[config.mk]
export PLATFORM = sky130hd
export DESIGN_NAME = isotp_rx_reassembly
export DESIGN_NICKNAME = d
export VERILOG_FILES = /design/src/rtl/isotp_pkg.sv /design/src/rtl/isotp_rx_reassembly.sv /design/src/rtl/isotp_front.sv /design/src/rtl/isotp_back.sv
export SDC_FILE = /design/constraint.sdc
export NUM_CORES = 1
export LEC_CHECK = 0
export ABC_AREA = 1
export BUFFER_PORTS_ARGS = -buffer_cell sky130_fd_sc_hd__buf_4
export CAP_MARGIN = 20
export CORE_MARGIN = 8
export CORE_UTILIZATION = 65
export CTS_BUF_LIST = sky130_fd_sc_hd__clkbuf_4 sky130_fd_sc_hd__clkbuf_8
export CTS_CLUSTER_DIAMETER = 120
export DETAILED_ROUTE_END_ITERATION = 8
export MAX_ROUTING_LAYER = met4
export PLACE_DENSITY = 0.86
export SYNTH_ARGS = -nofsm -noshare
export SYNTH_HDL_FRONTEND = slang
export SYNTH_SLANG_ARGS = --single-unit
[constraint.sdc]
create_clock -name clk -period 12.5 [get_ports clk]
set_input_delay 0.625 -clock clk [delete_from_list [all_inputs] [get_ports clk]]
set_output_delay 0.625 -clock clk [all_outputs]
set_load 0.05 [all_outputs]
[src/rtl/isotp_pkg.sv]
// ----------------------------------------------------------------------------
// isotp_pkg
// Shared types and codes for the CAN transport receive reassembly block.
// ----------------------------------------------------------------------------
package isotp_pkg;

  // item op codes
  localparam logic OP_START = 1'b0;
  localparam logic OP_FRAME = 1'b1;

  // PCI type nibbles
  localparam logic [3:0] PCI_FIRST  = 4'h1;
  localparam logic [3:0] PCI_CONSEC = 4'h2;
  localparam logic [3:0] PCI_FLOW   = 4'h3;

  // negative response bytes
  localparam logic [7:0] NEG_RESP_SID    = 8'h7f;
  localparam logic [7:0] NRC_BUSY_REPEAT = 8'h21;

  // item kinds as decided by the front classifier
  localparam logic [2:0] KIND_START  = 3'd0;
  localparam logic [2:0] KIND_FIRST  = 3'd1;
  localparam logic [2:0] KIND_CONSEC = 3'd2;
  localparam logic [2:0] KIND_IGNORE = 3'd3;
  localparam logic [2:0] KIND_SINGLE = 3'd4;

  // report codes
  localparam logic [1:0] REPORT_NONE   = 2'd0;
  localparam logic [1:0] REPORT_OK     = 2'd1;
  localparam logic [1:0] REPORT_RESEND = 2'd2;

  // completion target after reset (length 0 raised to the minimum of 13)
  localparam logic [8:0] TARGET_MIN = 9'd13;

  // classified item, front to back
  typedef struct packed {
    logic [2:0]  kind;
    logic [3:0]  seq;         // sequence nibble of a consecutive frame
    logic [7:0]  new_len;     // length latched by a first or single frame
    logic [8:0]  new_target;  // completion target that goes with new_len
    logic [55:0] wbytes;      // payload bytes, first in bits 7:0
    logic [1:0]  sf_report;   // single frame report
    logic        sf_err;      // single frame error flag
  } cmd_t;

  // result item
  typedef struct packed {
    logic        accepted;
    logic [1:0]  report;
    logic        frame_error;
    logic        send_fc;
    logic [7:0]  msg_length;
    logic [7:0]  write_offset;
    logic [2:0]  write_count;
    logic [55:0] write_bytes;
  } res_t;

endpackage

[src/rtl/isotp_rx_reassembly.sv]
// ----------------------------------------------------------------------------
// isotp_rx_reassembly
// CAN transport (ISO 15765-2) receive reassembly, one 8-byte frame per item.
// ----------------------------------------------------------------------------
// Takes one item per clock cycle while full is low and returns exactly one
// result per item, in order. Each item passes through the front queue, which
// holds its classified form, and the result queue, into which the back end's
// state update writes its result and from which it can be popped; a full
// result queue holds the item in the front queue. The front classifies each
// frame by its PCI nibble into a two-entry queue; the back end holds the
// reassembly state, which it updates once per cycle while the result queue
// has room, and writes into a two-entry result queue, so full rises only
// once the result queue and then the front queue have filled up.
// ----------------------------------------------------------------------------
module isotp_rx_reassembly (
  input  logic        clk,
  input  logic        rst,
  input  logic        push,
  output logic        full,
  input  logic        op,
  input  logic [63:0] frame_data,
  output logic        empty,
  input  logic        pop,
  output logic        accepted,
  output logic [1:0]  report,
  output logic        frame_error,
  output logic        send_flow_control,
  output logic [7:0]  msg_length,
  output logic [7:0]  write_offset,
  output logic [2:0]  write_count,
  output logic [55:0] write_bytes
);

  logic             item_valid;
  logic             item_pop;
  isotp_pkg::cmd_t  item;
  isotp_pkg::res_t  res;

  // front: classify and queue
  isotp_front u_front (
    .clk        (clk),
    .rst        (rst),
    .push       (push),
    .full       (full),
    .op         (op),
    .frame_data (frame_data),
    .item_valid (item_valid),
    .item_pop   (item_pop),
    .item       (item)
  );

  // back: state and result queue
  isotp_back u_back (
    .clk        (clk),
    .rst        (rst),
    .item_valid (item_valid),
    .item       (item),
    .item_pop   (item_pop),
    .empty      (empty),
    .pop        (pop),
    .res        (res)
  );

  // result fields
  assign accepted          = res.accepted;
  assign report            = res.report;
  assign frame_error       = res.frame_error;
  assign send_flow_control = res.send_fc;
  assign msg_length        = res.msg_length;
  assign write_offset      = res.write_offset;
  assign write_count       = res.write_count;
  assign write_bytes       = res.write_bytes;

  // back end only takes items that are there
  a_pop_valid : assert property (@(posedge clk) disable iff (rst)
    item_pop |-> item_valid)
    else $error("back end took an item from an empty queue");

  // flow control request comes only with a first frame write
  a_fc_first : assert property (@(posedge clk) disable iff (rst)
    (!empty && send_flow_control) |->
      (accepted && write_count == 3'd6 && write_offset == 8'd0))
    else $error("flow control request without a first frame write");

  // an ignored frame writes and reports nothing
  a_ignored_quiet : assert property (@(posedge clk) disable iff (rst)
    (!empty && !accepted) |->
      (write_count == 3'd0 && report == isotp_pkg::REPORT_NONE && !send_flow_control))
    else $error("ignored frame produced a write or report");

  // a completed message clears the error flag
  a_ok_no_error : assert property (@(posedge clk) disable iff (rst)
    (!empty && report == isotp_pkg::REPORT_OK) |-> !frame_error)
    else $error("message complete with error flag set");

endmodule

[src/rtl/isotp_front.sv]
// ----------------------------------------------------------------------------
// isotp_front
// Classifies incoming items by PCI type, pre-slices the payload and queues
// the classified items in a two-entry queue for the back end.
// ----------------------------------------------------------------------------
module isotp_front (
  input  logic              clk,
  input  logic              rst,
  input  logic              push,
  output logic              full,
  input  logic              op,
  input  logic [63:0]       frame_data,
  output logic              item_valid,
  input  logic              item_pop,
  output isotp_pkg::cmd_t   item
);

  // completion target 6 + 7*floor(max(len,13)/7); /7 by reciprocal 293/2048
  function automatic logic [8:0] calc_target(input logic [7:0] len);
    logic [7:0]  l;
    logic [16:0] prod;
    logic [5:0]  q;
    l    = (len < 8'd13) ? 8'd13 : len;
    prod = 17'(l) * 17'd293;
    q    = prod[16:11];
    return 9'd6 + {q, 3'b000} - 9'(q);
  endfunction

  logic [7:0]       pci;
  logic [7:0]       byte1;
  logic [7:0]       byte3;
  logic [2:0]       sf_len;
  logic [55:0]      sf_mask;
  isotp_pkg::cmd_t  cls;

  assign pci    = frame_data[7:0];
  assign byte1  = frame_data[15:8];
  assign byte3  = frame_data[31:24];
  assign sf_len = pci[2:0];

  // byte mask for a single frame payload
  always_comb begin
    for (int k = 0; k < 7; k++) begin
      sf_mask[8*k +: 8] = (3'(k) < sf_len) ? 8'hff : 8'h00;
    end
  end

  // classify
  always_comb begin
    cls            = '0;
    cls.seq        = pci[3:0];
    cls.new_target = isotp_pkg::TARGET_MIN;
    cls.sf_report  = isotp_pkg::REPORT_NONE;
    if (op == isotp_pkg::OP_START) begin
      cls.kind = isotp_pkg::KIND_START;
    end else begin
      unique case (pci[7:4])
        isotp_pkg::PCI_FIRST: begin
          cls.kind       = isotp_pkg::KIND_FIRST;
          cls.new_len    = byte1;
          cls.new_target = calc_target(byte1);
          cls.wbytes     = {8'h00, frame_data[63:16]};
        end
        isotp_pkg::PCI_CONSEC: begin
          cls.kind   = isotp_pkg::KIND_CONSEC;
          cls.wbytes = frame_data[63:8];
        end
        isotp_pkg::PCI_FLOW: begin
          cls.kind = isotp_pkg::KIND_IGNORE;
        end
        default: begin
          cls.kind    = isotp_pkg::KIND_SINGLE;
          cls.new_len = {5'd0, sf_len};
          cls.wbytes  = frame_data[63:8] & sf_mask;
          // negative response: busy-repeat code asks for a resend
          if (byte1 != isotp_pkg::NEG_RESP_SID) begin
            cls.sf_err    = 1'b0;
            cls.sf_report = isotp_pkg::REPORT_OK;
          end else begin
            cls.sf_err    = 1'b1;
            cls.sf_report = (byte3 == isotp_pkg::NRC_BUSY_REPEAT) ? isotp_pkg::REPORT_RESEND
                                                                  : isotp_pkg::REPORT_NONE;
          end
        end
      endcase
    end
  end

  // two-entry queue toward the back end
  isotp_pkg::cmd_t q [2];
  logic            wr_ptr;
  logic            rd_ptr;
  logic [1:0]      count;
  logic            do_push;

  assign do_push    = push && !full;
  assign full       = (count == 2'd2);
  assign item_valid = (count != 2'd0);
  assign item       = q[rd_ptr];

  always_ff @(posedge clk) begin
    if (rst) begin
      wr_ptr <= 1'b0;
      rd_ptr <= 1'b0;
      count  <= 2'd0;
    end else begin
      if (do_push) wr_ptr <= ~wr_ptr;
      if (item_pop) rd_ptr <= ~rd_ptr;
      count <= count + 2'(do_push) - 2'(item_pop);
    end
  end

  always_ff @(posedge clk) begin
    if (do_push) q[wr_ptr] <= cls;
  end

endmodule

[src/rtl/isotp_back.sv]
// ----------------------------------------------------------------------------
// isotp_back
// Holds the reassembly state, carries out one classified item per cycle while
// the result queue has room, and queues the results in a two-entry result queue.
// ----------------------------------------------------------------------------
module isotp_back (
  input  logic              clk,
  input  logic              rst,
  input  logic              item_valid,
  input  isotp_pkg::cmd_t   item,
  output logic              item_pop,
  output logic              empty,
  input  logic              pop,
  output isotp_pkg::res_t   res
);

  // reassembly state
  logic [7:0] expected_length, expected_length_next;
  logic [8:0] target, target_next;
  logic [7:0] data_count, data_count_next;
  logic [3:0] seq_expected, seq_expected_next;
  logic       length_known, length_known_next;
  logic       error_flag, error_flag_next;

  isotp_pkg::res_t rq [2];
  logic            wr_ptr;
  logic            rd_ptr;
  logic [1:0]      count;
  logic            do_pop;
  isotp_pkg::res_t r;
  logic [8:0]      sum;

  assign do_pop   = pop && !empty;
  assign empty    = (count == 2'd0);
  assign item_pop = item_valid && ((count != 2'd2) || do_pop);
  assign res      = rq[rd_ptr];
  assign sum      = 9'(data_count) + 9'd7;

  // execute the head item
  always_comb begin
    expected_length_next = expected_length;
    target_next          = target;
    data_count_next      = data_count;
    seq_expected_next    = seq_expected;
    length_known_next    = length_known;
    error_flag_next      = error_flag;
    r                    = '0;
    r.accepted           = 1'b1;
    r.report             = isotp_pkg::REPORT_NONE;
    unique case (item.kind)
      isotp_pkg::KIND_START: begin
        data_count_next   = 8'd0;
        seq_expected_next = 4'd0;
        length_known_next = 1'b0;
        error_flag_next   = 1'b0;
      end
      isotp_pkg::KIND_FIRST: begin
        expected_length_next = item.new_len;
        target_next          = item.new_target;
        length_known_next    = 1'b1;
        data_count_next      = 8'd6;
        seq_expected_next    = 4'd1;
        error_flag_next      = 1'b1;
        r.send_fc            = 1'b1;
        r.write_count        = 3'd6;
        r.write_bytes        = item.wbytes;
      end
      isotp_pkg::KIND_CONSEC: begin
        if (!length_known || (seq_expected != item.seq)) begin
          r.accepted = 1'b0;
        end else begin
          seq_expected_next = seq_expected + 4'd1;
          data_count_next   = sum[8] ? 8'hff : sum[7:0];
          r.write_offset    = data_count;
          r.write_count     = 3'd7;
          r.write_bytes     = item.wbytes;
          // completion check against the rounded length
          if (target != 9'(data_count_next)) begin
            error_flag_next = 1'b1;
          end else begin
            error_flag_next = 1'b0;
            r.report        = isotp_pkg::REPORT_OK;
          end
        end
      end
      isotp_pkg::KIND_SINGLE: begin
        expected_length_next = item.new_len;
        target_next          = item.new_target;
        error_flag_next      = item.sf_err;
        r.report             = item.sf_report;
        r.write_count        = item.new_len[2:0];
        r.write_bytes        = item.wbytes;
      end
      default: begin
        r.accepted = 1'b0;
      end
    endcase
    r.frame_error = error_flag_next;
    r.msg_length  = expected_length_next;
  end

  // state update
  always_ff @(posedge clk) begin
    if (rst) begin
      expected_length <= 8'd0;
      target          <= isotp_pkg::TARGET_MIN;
      data_count      <= 8'd0;
      seq_expected    <= 4'd0;
      length_known    <= 1'b0;
      error_flag      <= 1'b0;
    end else if (item_pop) begin
      expected_length <= expected_length_next;
      target          <= target_next;
      data_count      <= data_count_next;
      seq_expected    <= seq_expected_next;
      length_known    <= length_known_next;
      error_flag      <= error_flag_next;
    end
  end

  // result queue control
  always_ff @(posedge clk) begin
    if (rst) begin
      wr_ptr <= 1'b0;
      rd_ptr <= 1'b0;
      count  <= 2'd0;
    end else begin
      if (item_pop) wr_ptr <= ~wr_ptr;
      if (do_pop) rd_ptr <= ~rd_ptr;
      count <= count + 2'(item_pop) - 2'(do_pop);
    end
  end

  always_ff @(posedge clk) begin
    if (item_pop) rq[wr_ptr] <= r;
  end

endmodule

==> After elaboration in Yosys (flattened, before gate mapping) <==
Memory sizes are Yosys's and may differ from the RTL's. A register that Yosys moved wholly into a read port is not among the register bits.
Cells that the tools add are included.
{ "totals": {"ff_bits": 39, "ram_bits": 326, "word_cells": 113, "n_memories": 2} }
{ "op_classes": {"n_addsub": 8, "n_mul": 1, "n_lt_le_gt_ge": 8, "eq_ne": 13, "n_mux": 44, "bitwise_logic": 5, "n_reduce_logical": 20} }
{ "mem_list": {"columns": ["name", "depth", "width", "rd", "rd_clocked_by_memory_dff", "wr", "line", "source"], "rows": [
  ["u_front.q", 2, 83, 1, 1, 1, "isotp_front.sv:90", "isotp_pkg::cmd_t q [2];"],
  ["u_back.rq", 2, 80, 1, 1, 1, "isotp_back.sv:25", "isotp_pkg::res_t rq [2];"]
]} }
{ "op_table": {"columns": ["operator", "n"], "rows": [
  ["$pmux 59 s3", 1],
  ["$pmux 56 s3", 1],
  ["$mux 8", 12],
  ["$mux 76", 1],
  ["$mux 67", 1],
  ["$and 56x56->56", 1],
  ["$pmux 8 s3", 1],
  ["$mul 8x9->17 const B", 1],
  ["$pmux 8 s2", 1],
  ["$mux 1", 13],
  ["$pmux 4 s3", 1],
  ["$add 3x9->9 const A", 1],
  ["$add 8x3->9 const B", 1],
  ["$lt 3x3->1 const A", 3],
  ["$mux 3", 3],
  ["$mux 9", 1],
  ["$ne 9x8->1", 1],
  ["$pmux 3 s3", 1],
  ["$sub 9x6->9", 1],
  ["$eq 4x2->1 const B", 2],
  ["$eq 8x6->1 const B", 1],
  ["$lt 8x4->1 const B", 1],
  ["$ne 8x7->1 const B", 1],
  ["$lt 1x3->1 const A", 2],
  ["other kinds (28)", 46]
]} }

==> Longest topological paths before layout <==
{ "logic_depth": {"ltp_word": 7, "ltp_mapped": 31} }

==> By module <==
From an unflattened synthesis, not the netlist that was laid out.
{ "unflattened": {"hier_cells": 1501, "area_unflattened_um2": 17320.4} }
{ "modules_own_cells": {"columns": ["module", "n_inst", "cells_each", "area_per_inst_um2", "seq_area_each_um2"], "rows": [
  ["isotp_front", 1, 801, 8946.1, 5084.9],
  ["isotp_back", 1, 700, 8374.3, 5525.3]
]} }

==> Least setup slack after synthesis <==
Ideal clock, no wire load.
{ "synth_path": {"path_kind": "input -> register", "startpoint": "in pop", "endpoint": "mem u_back.rq[1][0] (netlist name) (enable)", "setup_ns": 0.521, "t_arrival_ns": 4.502, "setup_slack_ns": 7.477, "stages": 5, "path_buffers": 1, "path_cell_list": "inv_1 > nand3b_1 > o21ai_0 > buf_1 > nor2_1"} }
{ "synth_via": {"elab_chain_cells": 5} }
{ "synth_lines": {"columns": ["item", "line", "source"], "rows": [
  ["start: declaration", "isotp_rx_reassembly.sv:23", "input logic pop,"],
  ["$logic_and 1x1->1", "isotp_back.sv:33", "assign do_pop = pop && !empty;"],
  ["$logic_or 1x1->1", "isotp_back.sv:35", "assign item_pop = item_valid && ((count != 2'd2) || do_pop);"],
  ["$logic_and 1x1->1", "isotp_back.sv:35", null],
  ["$mux 1", "isotp_back.sv:135", "if (item_pop) rq[wr_ptr] <= r;"],
  ["$mux 1 (implied by the code)", "isotp_back.sv:135", null],
  ["end: declaration", "isotp_back.sv:25", null]
]} }
No other way between the ends.

==> flow_metrics.tcl <==
set metrics [dict create \
    power_leakage_nw 7.76 \
    worst_slack_ns 7.96 \
    wl_per_cell_um 19.3 \
    hp-class "primary input to flip-flop" \
    powerDensity_nw_per_um2 249 \
    rsz0062_at_grt "no" \
    syn_inst 1461 \
    yosysWarnings 0 \
    ys_seq_area_share_pct 62.4 \
    die-area_sq_um 31600 \
    clock_latency_ns 0.59 \
    syn_to_final_growth_pct 14.5 \
    pre_cts_slack_ns 7.41 \
    totalWireLength_um 38500 \
    die_x_um 178 \
    maxSlewViolCount 0 \
    skew_ns 0.0298 \
    io_buffers 150 \
    cts.clk_slew.worst_paths_ns 0.07 \
    synthFlopType "edfxtp_1" \
    async_flop_share_pct 0 \
    drcViolationCount 0 \
    hold_buffers 0 \
    numCtsBuffers 54 \
    cts.path.max_buffers 3 \
    synth_cell_types 55 \
    max_slew_margin_pct 27.6 \
    cts_setup_buffers 0 \
    regArea_sq_um 10600 \
    synth-edff-count 326 \
    worstSetupStartpointType "primary input" \
    fin_cells 1990 \
    status "completed" \
    hold_ws_ns 0.240 \
    n_antenna_cell 0 \
    worstPathRequired_ns 12.83 \
    antenna_found_initial 0 \
    vias 11700 \
    cts-root-buf "clkbuf_8" \
    worst_pin_slew_ns 1.09 \
    viasPerCell 5.85 \
    max_clock_freq_mhz 220 \
    setup_tns_ns 0 \
    grt_first_pass_wirelength_um 59200 \
    synth.avg_cell_area_sq_um 11.6 \
    start_util_pct 65.7 \
    grt_pass1_vias 11500 \
    track_usage_pct 24.6 \
    final_antenna_net_count 0 \
    multiInputGateArea_sq_um 5520 \
    hpwl_um 25700 \
    drive_gt1_share_pct 25.4 \
    r2r_slack_ns 8.09 \
    drt-pass1-iter-count 5 \
    cp.arrival_ns 4.86 \
    n_fill_cell 1590 \
    netlist_area_sq_um 17000 \
    core_area_sq_um 25900 \
    drv_cap 0 \
    grt-ovfl-total 0 \
    ys_seq_elements 367 \
    place.gp.congestion 0.855 \
    setup_violations 0 \
    total_power_w 0.00485 \
    period_minus_slack_ns 4.54 \
    die_y_um 178 \
    vdd_drop_max_uv 209 \
    cts.repair.resized 0 \
    io_pins 151 \
    syn_nets 1577 \
    cts_tree "yes" \
    period_share_pct 36.3 \
    drt_iter0_drc 1209 \
    endpoint_kind "flip-flop" \
    grt_max_degree 81 \
    layout.nets 1733 \
    htree_num_levels 2 \
    hold_viol_final 0 \
    num_rows 59 \
    cts.sinks 367 \
    dpl.cell_count 1895 \
    crit_fanout 7 \
    criticalPathCategory "primary input to flip-flop" \
]
## metal layers
layer  GRT usage [%]  vias up  share of wire [%]
li1                -     5441                  -
met1            31.2     5569                 40
met2            40.2      569                 49
met3            4.00       72                8.3
met4            7.71        0                2.4
met5               -        -                  0
## synth_stat cells (7+ instances only)
library cell	count	area, sq um
a211oi_1	7	52.6
dfxtp_1	41	821
nor3_2	21	210
ha_1	42	526
a31oi_1	15	93.8
buf_6	7	78.8
inv_1	146	548
o22ai_1	35	219
nor2_1	225	845
nand3_1	23	115
inv_2	9	33.8
xor2_1	7	61.3
o221ai_1	16	140
nor3_4	20	325
nor3_1	20	100
nand2_1	179	672
o21ai_0	31	155
clkbuf_1	48	180
nand4_1	11	68.8
edfxtp_1	326	9790
mux2_2	80	901
a21oi_1	66	330
nand2_2	8	50.1
## metrics by stage
stage               area (sq um)  util, %
finish                     19500     75.2
detailed placement         18400     71.0
floorplan                  17000        -
global route               19500     75.2
global placement           18400     71.0
CTS                        19400     75.1
## registers in the layout, summed over array words and instances, names as in the netlist, 2 cells and up, named ones only
register,cells
u_back.rq,160
u_front.q,166
u_back.count,2
u_front.count,2
u_back.target,9
u_back.expected_length,8
u_back.seq_expected,4
u_back.data_count,8
## area by class of cell
class,count,area share [%]
well taps,335,2.15
clock buffers,71,4.57
inverters,160,3.15
clock inverters,23,0.867
flip-flops and latches,367,54.5
repair buffers,164,6.42
multi-input cells,870,28.3
## critical path, stage by stage
cell and delay [ns]:
buf_4 0.15, inv_1 0.10, nand2_1 0.06, nor2_1 0.13, nand2_2 0.10, nand2_1 0.17, fa_1 0.48, fa_1 0.49
ha_1 0.30, ha_1 0.34, a21oi_1 0.18, a21oi_1 0.10, nor2_1 0.14, nand2_1 0.09, nand2_1 0.08, nand2_1 0.07
a21oi_1 0.24, ha_1 0.34, a21oi_1 0.25, nand3_1 0.11, o21bai_1 0.17, nor2_1 0.09, nor2_1 0.06
## placed cells by master (no fill, tap or decap), drive strengths merged, types with 16 or more instances in the layout
master / count
o221ai: 16
nand2: 187
o21ai: 37
inv: 158
nor2: 235
nor3: 61
clkinv: 22
dfxtp: 41
buf: 164
ha: 42
o22ai: 35
clkbuf: 71
a31oi: 20
nand3: 24
edfxtp: 326
mux2: 80
a21oi: 69
## worst paths after layout
check	from	endpoint	cells past startpoint
setup / recovery	frame_data[14]	u_front.q[0][67]$_DFFE_PP_	23
hold / removal	frame_data[3]	u_front.q[1][79]$_DFFE_PP_	1
setup reg to reg	flip-flop	u_back.rq[1][3]$_DFFE_PP_	11
hold reg to reg	u_front.rd_ptr$_SDFFE_PP0P_	flip-flop	1
## power by group
| part | internal, W | switching, W | total, W | leakage, nW |
|---|---|---|---|---|
| Sequential | 0.00177 | 0.000107 | 0.00188 | 3.42 |
| Clock | 0.000506 | 0.000439 | 0.000945 | 0.559 |
| Combinational | 0.000591 | 0.00143 | 0.00202 | 3.77 |
## cells by family (layout without fill, tap and decap cells)
group,Yosys count,in the layout,synth area share (%)
DFF,367,367,62.4
AOI/OAI and AO/OA,197,197,7.24
muxes,85,85,5.59
xor gates and xnor gates,10,10,0.515
and+or+nand+nor,531,531,15.2
buffers and inverters,224,418,5.38
adders and majority gates,47,47,3.68
No activity file was read; power rests on OpenSTA's default activity.
